===== src/rtl/dcmf_pkg.sv =====
// dcmf_pkg: shared types and constants of the dark channel minimum filter.
// Used by every module under rtl/ but dcmf_ram; depends on nothing.
package dcmf_pkg;

    localparam int PIX_W   = 8;
    localparam int COL_W   = 11;
    localparam int ROW_W   = 13;
    localparam int RAD_W   = 3;
    localparam int CFG_W   = 13;
    localparam int IDX_W   = 2;
    // holds a row-window depth up to twice the largest supported radius
    localparam int DEPTH_W = 5;

    localparam logic [PIX_W-1:0] PIX_MAX = '1;

    localparam int HEIGHT_MAX = 4096;

    localparam logic [COL_W-1:0] WIDTH_RST  = 11'd1024;
    localparam logic [ROW_W-1:0] HEIGHT_RST = 13'd768;
    localparam logic [RAD_W-1:0] RADIUS_RST = 3'd7;

    // configuration register indexes
    localparam logic [IDX_W-1:0] REG_WIDTH  = 2'd0;
    localparam logic [IDX_W-1:0] REG_HEIGHT = 2'd1;
    localparam logic [IDX_W-1:0] REG_RADIUS = 2'd2;

    // one pixel slot moving down the line-store chain
    typedef struct packed {
        logic               valid;
        logic               incol;   // column inside the image: touches the line store
        logic               clear;   // first column of a scan row: restart row window
        logic               res;     // slot produces a result
        logic               eor;
        logic               eof;
        logic [COL_W-1:0]   col;
        logic [PIX_W-1:0]   pix;
        logic [DEPTH_W-1:0] depth;   // rows above that take part in the column minimum
        logic [PIX_W-1:0]   part;    // running column minimum
    } dcmf_beat_t;

    function automatic logic [PIX_W-1:0] min8(input logic [PIX_W-1:0] a,
                                              input logic [PIX_W-1:0] b);
        return (a < b) ? a : b;
    endfunction

endpackage


===== src/rtl/dcmf_hwin.sv =====
// dcmf_hwin: final column minimum and horizontal minimum window along the row.
// Depends on dcmf_pkg.
module dcmf_hwin
    import dcmf_pkg::*;
#(
    parameter int MAX_RADIUS = 7
) (
    input  logic             aclk,
    input  logic             aresetn,
    input  logic             adv,
    input  dcmf_beat_t       beat_i,
    input  logic [PIX_W-1:0] q_i,        // deepest line-store row
    input  logic [RAD_W-1:0] radius,
    output logic             res_valid,
    output logic [PIX_W-1:0] dark,
    output logic             eor,
    output logic             eof
);

    localparam int NROWS  = 2 * MAX_RADIUS;
    localparam int WIN    = 2 * MAX_RADIUS + 1;
    localparam int LEAVES = 1 << $clog2(WIN);

    logic [PIX_W-1:0] win_reg [WIN];
    logic [PIX_W-1:0] win_next [WIN];
    logic             res_reg, eor_reg, eof_reg;
    logic [PIX_W-1:0] colmin;
    logic [PIX_W-1:0] tree [1:2*LEAVES-1];
    logic [DEPTH_W-1:0] span;

    always_comb begin
        colmin = beat_i.part;
        if (DEPTH_W'(NROWS) <= beat_i.depth) begin
            colmin = min8(beat_i.part, q_i);
        end
        if (!beat_i.incol) begin
            colmin = PIX_MAX;
        end
        win_next[0] = colmin;
        for (int i = 1; i < WIN; i++) begin
            win_next[i] = beat_i.clear ? PIX_MAX : win_reg[i-1];
        end
    end

    always_ff @(posedge aclk) begin
        if (!aresetn) begin
            res_reg <= 1'b0;
        end else if (adv) begin
            res_reg <= beat_i.valid && beat_i.res;
        end
    end

    always_ff @(posedge aclk) begin
        if (adv && beat_i.valid) begin
            win_reg <= win_next;
            eor_reg <= beat_i.eor;
            eof_reg <= beat_i.eof;
        end
    end

    // balanced min tree over the taps inside the current window side
    always_comb begin
        span = DEPTH_W'({radius, 1'b0});
        for (int i = 0; i < LEAVES; i++) begin
            tree[LEAVES+i] = PIX_MAX;
        end
        for (int i = 0; i < WIN; i++) begin
            if (DEPTH_W'(i) <= span) begin
                tree[LEAVES+i] = win_reg[i];
            end
        end
        for (int n = LEAVES - 1; n >= 1; n--) begin
            tree[n] = min8(tree[2*n], tree[2*n+1]);
        end
    end

    assign res_valid = res_reg;
    assign dark      = tree[1];
    assign eor       = eor_reg;
    assign eof       = eof_reg;

endmodule


===== config.mk =====
export PLATFORM = sky130hd
export DESIGN_NAME = dcmf_hwin
export DESIGN_NICKNAME = d
export VERILOG_FILES = /design/src/rtl/dcmf_pkg.sv /design/src/rtl/dcmf_hwin.sv
export SDC_FILE = /design/constraint.sdc
export NUM_CORES = 1
export LEC_CHECK = 0
export BUFFER_PORTS_ARGS = -buffer_cell sky130_fd_sc_hd__buf_2
export CORE_ASPECT_RATIO = 0.6
export CORE_UTILIZATION = 50
export CTS_CLUSTER_DIAMETER = 150
export DETAILED_ROUTE_END_ITERATION = 10
export GPL_TIMING_DRIVEN = 0
export PLACE_DENSITY = 0.76
export SLEW_MARGIN = 5
export SYNTH_ARGS = -nofsm -noshare
export SYNTH_HDL_FRONTEND = slang
export SYNTH_SLANG_ARGS = --single-unit
export TNS_END_PERCENT = 20

===== constraint.sdc =====
create_clock -name aclk -period 9.9 [get_ports aclk]
set_input_delay 0.495 -clock aclk [delete_from_list [all_inputs] [get_ports aclk]]
set_output_delay 0.495 -clock aclk [all_outputs]
set_load 0.05 [all_outputs]

# Yosys cells after proc, flatten, opt, wreduce, memory -nomap -nowiden
# Cells that the tools add are included.
# totals
regBits	123
inputBits	52
output_inout_bits	11
word_cells	82
# op_classes
n_lt_le_gt_ge	31
mux	31
reduce_logical	2
# ops
operator	n
8-bit 2-to-1 mux	31
8-bit < comparator	15
4-bit less-or-equal comparator, first input constant	7
3-bit by 4-bit less-or-equal comparator with 1-bit output, first input constant	4
2-bit by 4-bit less-or-equal comparator with 1-bit output, first input constant	2
8-bit < comparator, second input constant	1
4-bit by 5-bit less-or-equal comparator with 1-bit output, first input constant	1
1-bit by 4-bit less-or-equal comparator with 1-bit output, first input constant	1
1-bit logical AND	2

# Depth between registers and ports, before layout
# Gate-level depths: netlist of the first run.
# depth
depth_word	10
depth_mapped	39

# Worst setup path after synthesis of the first run
# Ideal clock, no wire load.
# synth_timing
kind	input -> output
from	in radius[1]
to	out dark[0]
arrival_time_ns	7.863
setup_slack_ns	1.542
path_stages	35
path_cell_list	buf_2 -> nor3_1 -> clkbuf_1 -> clkbuf_1 -> nor2_1 -> ha_1 -> a211oi_1 -> nand2_1 -> o21a_1 -> nor2_1 -> clkbuf_1 -> a21oi_1 -> ha_1 -> a21o_1 -> a21o_1 -> a211oi_1 -> a211oi_1 -> a21o_1 -> ha_1 -> nand4_1 -> nor2_1 -> nor2_1 -> nand2_1 -> nor2_1 -> a21oi_2 -> mux2i_1 -> inv_1 -> ha_1 -> o21ai_0 -> nand2b_1 -> a21oi_1 -> a311oi_1 -> a211oi_4 -> mux2_4 -> buf_4
# synth_lines
item	line	text
start, declared	dcmf_hwin.sv:13	input logic [RAD_W-1:0] radius,
end, declared	dcmf_hwin.sv:15	output logic [PIX_W-1:0] dark,

==> run metrics, run 1 <==
die footprint 0.0194 sq mm; worst relative slew slack 0.476; YS warnings 0; Reg2Reg Depth 1; CP peak stage delay roughly 0.51 ns; Worst path depth 36; Main synth FF type edfxtp_1; DRT iter0 DRCs 905; Post-Route WL 24100 um; placed cells roughly 1300; area of the core 0.0183 sq mm; synthesized area per cell 9.42 sq um; Cell variety after synth 63; hold path depth 1; Clock Latency Late Sink ~0.44 ns; Sum Neg Setup Slack 0 ns; Post-Syn Instances 999; starting density of the core 0.515; non-filler cells, final 1317; drt pass-1 iters 8; hold path start beat_i[33]; status finished with violations; Area Growth Syn to Fin 14.0%; clk root buf clkbuf_16; Total GRT Usage 0.261; most frequent cells in the layout 123 x nor2_1, 122 x or2_2, 122 x edfxtp_1; number of synthesized flops with an enable pin 122; CP Class input port to output pin; initial antenna violation count 0; violated checks DRC; via/cell ratio 5.87; Crit path buffers/inverters 8; clk slew on worst S/H paths 0.06 ns; Slew @ Worst Pin 0.786 ns; CTS tree done; commonest non-fill, non-tap cell in the layout nor2_1; CP endpoint kind output pin; Pleak roughly 4.4 nW; Mapped Nets 1153; CP max stage cell a211oi_4; number of global-route vias before repair between 7000 and 8000; Mapped Area about 0.0094 sq mm; worst hold path class input port to flop; Avg WL per Cell 18.3 um; gpl congestion 0.913; Worst Setup SP radius[2]; clk buf depth 2; max FFs per register 112; DR DRC count 9; Nets 1218; setup violators final 0; Final Hold Fails 0; total CTS buffers 17; register area share after synthesis 0.391; power per cell area 193 mW/mm^2; FF-to-FF Start tree[127]$_SDFFCE_PN1P_; largest net degree at the start of global routing 67; TritonCTS Sinks 123; Final Slew Violations 0; Startpoint Class input port; htree depth 4; first-pass GRT wire length 37900 um; critical path arrival a little under 9 ns; CP delay by family, top compound AO/OA/AOI/OAI gates; Congestion Overflow GR 0; IO Pins 63; part of the cycle the worst path needs 0.954; Row Count 38; crit-path max FO 10; ant diodes 0; Final Skew ~0.008 ns; max-cap check violation count 0; Port Buf Inserts 40; post-synthesis register bit count about 120; Die X 179 um; share of synthesized registers carrying an async set or reset 0; Die Ht between 100 and 150 um; Post-DRT Antenna Nets 0; share of cells above drive strength 1 0.253; Data required, critical path ~9.4 ns; Worst VDD drop 0.000137 V; Worst Hold Slack 0.237 ns; Tmin final between 9 and 10 ns; max frequency ~110 MHz; via count 7732; DP HPWL between 15000 and 20000 um
## cell families after synthesis
| family | after synthesis | share of synthesized area |
|---|---|---|
| muxes | 51 | 0.0569 |
| adders and majority gates | 103 | 0.137 |
| DFF | 123 | 0.391 |
| buffers and inverters | 127 | 0.0546 |
| and+or+nand+nor | 376 | 0.205 |
| AOI/OAI and AO/OA | 219 | 0.155 |
## synthesized netlist by cell type (all sizes together) (24+ instances only)
master,instances,area share
a21o,31,0.025
a21oi,75,0.040
clkbuf,30,0.012
edfxtp,122,0.39
ha,102,0.14
inv,83,0.033
mux2i,34,0.036
nand2,40,0.016
nor2,124,0.049
nor3,24,0.013
o21ai,38,0.021
or2,123,0.082
## power by group
part / switching [mW] / internal (mW) / leakage, nW
registers: 0.0126 / 0.594 / 1.06
clock network: 0.272 / 0.380 / 0.294
logic: 0.496 / 0.320 / 3.06
## cell type report
cell class / instances / area [sq um]
clock buffers: 17 / 425
flip-flops and latches: 123 / 3680
well taps: 240 / 300
multi-input cells: 749 / 5320
plain buffers: 44 / 223
fillers: 1565 / 7530
repair buffers: 46 / 290
clock inverters: 15 / 178
inverters: 83 / 312
## path summary, 6_finish.rpt
kind | end | slack (ns)
worst max-delay path | dark[5] | 0.46
worst min register to register | res_valid$_SDFFE_PN0P_ | 0.48
worst max register to register | win_reg[111]$_SDFFCE_PP1P_ | 8.82
worst min-delay path | eor$_DFFE_PP_ | 0.24
## routing by layer
| layer | up-vias | global-route usage | share of wire |
|---|---|---|---|
| met4 | 0 | 0.0516 | 0.0090 |
| met3 | 23 | 0.0767 | 0.096 |
| li1 | 3685 | - | - |
| met2 | 313 | 0.340 | 0.38 |
| met1 | 3711 | 0.414 | 0.52 |
| met5 | - | 0 | 0 |
## repair_timing
action	4_1_cts	5_1_grt
buffers inserted	3	2
hold buffers	0	0
setup endpoints to repair	8	8
resized for setup	3	46
pin swaps	1	1
## metrics by stage
step	power (mW)	util	instance area (sq um)	setup slack (ns)
2_1_floorplan	1.20	-	9410	1.54
3_3_place_gp	1.34	0.543	9910	-0.291
3_5_place_dp	1.36	0.544	9940	-0.413
4_1_cts	2.04	0.580	10600	0.0386
5_1_grt	2.17	0.588	10700	-0.0100
6_report	2.07	0.588	10700	0.455
(Power assumes the default switching activity.)
==> inputs of run 2 (changes only) <==
Settings changed: MAX_ROUTING_LAYER set to met4.
==> run 2 against run 1 <==
Compared with the run above: the flow still finishes with violations (DRC); clock-buffer cell count stayed put; first-iteration DRC count grew 2.1%; sequential cell count is the same; non-clock buffer count down 2; cell area is essentially flat; worst setup slack better by 0.033 ns; sequential share of layout area is essentially flat; register-to-register slack is essentially flat; core utilization decreased by 0.055 points; maximum frequency is 0.35% higher.
==> run metrics, run 2 (synthesized netlist as in run 1, its figures left out) <==
status finished with violations (unchanged); violated checks DRC (unchanged); Filler cells 1562 (was 1565); Final Skew 0.0123 ns (was 0.00820 ns); Data required, critical path 9.41 ns (about the same); Clock Power Share 0.323 (was 0.314); part of the cycle the worst path needs 0.951 (was 0.954); IO Pins 63 (unchanged); Row Count 38 (unchanged); metal2 WL 9650 um (was 9120 um); Nets 1216 (was 1218); Congestion Overflow GR 0 (unchanged); DP HPWL 18800 um (was 18300 um); area of the core 0.0183 sq mm (unchanged); ant diodes 0 (unchanged); Logic pwr share 0.384 (was 0.393); Startpoint Class input port (unchanged); clk slew on worst S/H paths 0.06 ns (about the same); Port Buf Inserts 40 (unchanged); drt pass-1 iters 8 (unchanged); worst hold path class input port to flop (unchanged); initial antenna violation count 0 (unchanged); crit-path max FO 10 (unchanged); number of global-route vias before repair 7257 (was 7066); critical path arrival 8.92 ns (was 8.95 ns); Sum Neg Setup Slack 0 ns (unchanged); routed length on met1 12100 um (was 12500 um); Final Hold Fails 0 (unchanged); clk root buf clkbuf_16 (unchanged); Worst VDD drop 0.000168 V (was 0.000137 V); most frequent cells in the layout 123 x nor2_1, 122 x or2_2, 122 x edfxtp_1 (unchanged); max frequency 106 MHz (about the same); Int Power 1.30 mW (was 1.29 mW); Clock Latency Late Sink 0.43 ns (was 0.44 ns); P_sw 0.772 mW (was 0.780 mW); Total GRT Usage 0.278 (was 0.261); CTS tree done (unchanged); max FFs per register 112 (unchanged); post-layout util 0.587 (was 0.588); via count 7676 (was 7732); setup violators final 0 (unchanged); htree depth 4 (unchanged); gpl congestion 0.972 (was 0.913); post-cts hold buffer count 0 (unchanged); Sw Ratio 0.373 (was 0.376); TritonCTS Sinks 123 (unchanged); Area Growth Syn to Fin 13.9% (was 14.0%); Die X 179 um (unchanged); flop2flop setup slack 8.81 ns (was 8.82 ns); first-pass GRT wire length 39200 um (was 37900 um); share of cells above drive strength 1 0.251 (was 0.253); met3 wire len 2950 um (was 2320 um); total CTS buffers 17 (unchanged); Slew @ Worst Pin 0.675 ns (was 0.786 ns); commonest non-fill, non-tap cell in the layout nor2_1 (unchanged); die footprint 0.0194 sq mm (unchanged); max layer used met4 (unchanged); Final Slew Violations 0 (unchanged); DRT iter0 DRCs 924 (was 905); clk buf depth 2 (unchanged); Post-Route WL 24900 um (was 24100 um); Avg WL per Cell 18.9 um (was 18.3 um); Pleak 4.41 nW (was 4.42 nW); CP endpoint kind output pin (unchanged); CP Class input port to output pin (unchanged); Reg power frac 0.293 (was 0.292); Place WS -0.458 ns (was -0.413 ns); DR DRC count 8 (was 9); largest net degree at the start of global routing 47 (was 67); PnR worst setup slack 0.488 ns (was 0.455 ns); Tmin final 9.41 ns (was 9.44 ns); CP max stage cell a211oi_4 (unchanged); Post-DRT Antenna Nets 0 (unchanged); power per cell area 193 mW/mm^2 (about the same); max-cap check violation count 0 (unchanged); via/cell ratio 5.84 (was 5.87); worst relative slew slack 0.548 (was 0.476); Die Ht 108 um (unchanged); starting density of the core 0.515 (unchanged); CP peak stage delay 0.52 ns (was 0.51 ns)
==> run 2: cell count changes in the layout (fill, tap and decap cells not counted), moves of 2 or more <==
cell        delta
clkbuf_4       +3
clkbuf_2       -2
clkinvlp_4     +2
inv_8          -2
==> run 2: stage by stage <==
| stage | area (sq um) | power (mW) | hold WS (ns) | instances |
|---|---|---|---|---|
| floorplan | 9410 | 1.20 | 0.499 | 999 |
| global placement | 9910 | 1.34 | 0.462 | 1279 |
| detailed placement | 9960 | 1.36 | 0.481 | 1281 |
| CTS | 10600 | 2.05 | 0.241 | 1316 |
| global route | 10700 | 2.17 | 0.239 | 1315 |
| finish | 10700 | 2.07 | 0.248 | 1315 |
==> run 2: power by group through the flow <==
stage / Combinational, mW / Clock [mW] / Sequential, mW
6_report: 0.796 / 0.668 / 0.606
4_1_cts: 0.771 / 0.676 / 0.605
3_5_place_dp: 0.744 / 0 / 0.616
3_3_place_gp: 0.724 / 0 / 0.620
5_1_grt: 0.867 / 0.698 / 0.608
2_1_floorplan: 0.580 / 0 / 0.615
==> run 2: worst paths after layout <==
check	cells past startpoint	endpoint	startpoint
hold reg to reg	2	res_valid$_SDFFE_PN0P_	res_valid$_SDFFE_PN0P_
setup reg to reg	1	win_reg[70]$_SDFFCE_PP1P_	win_reg[78]$_SDFFCE_PP1P_
setup / recovery	36	dark[0]	radius[2]
hold / removal	1	eor$_DFFE_PP_	beat_i[33]
==> run 2: worst max-delay path, delay by kind of cell <==
family / cells / cell delay [ns]
multiplexers: 3 / 1.00
buffers and inverters: 8 / 1.67
AO/OA/AOI/OAI: 17 / 3.89
AND/OR/NAND/NOR: 4 / 0.63
adder cells (fa/ha/maj): 4 / 1.21
==> run 2: repair_timing <==
item | in CTS | in global routing
hold endpoints to repair | 0 | 0
endpoints found under the setup margin | 8 | 8
pin swaps | 1 | 0
setup buffers | 3 | 0
gates resized for setup | 4 | 51
==> run 2: per-layer routing <==
layer | GRT usage | vias to the layer above
met5 | - | -
met4 | 0.0528 | 0
met3 | 0.0914 | 17
met2 | 0.356 | 320
met1 | 0.416 | 3659
li1 | - | 3680
==> run 2: area by class of cell <==
cell class	count	area [sq um]	share of cell area
inverters	83	312	0.0291
plain buffers	43	226	0.0211
flip-flops and latches	123	3680	0.344
clock buffers	17	425	0.0397
clock inverters	15	186	0.0174
well taps	240	300	0.0280
repair buffers	45	270	0.0252
multi-input cells	749	5320	0.496
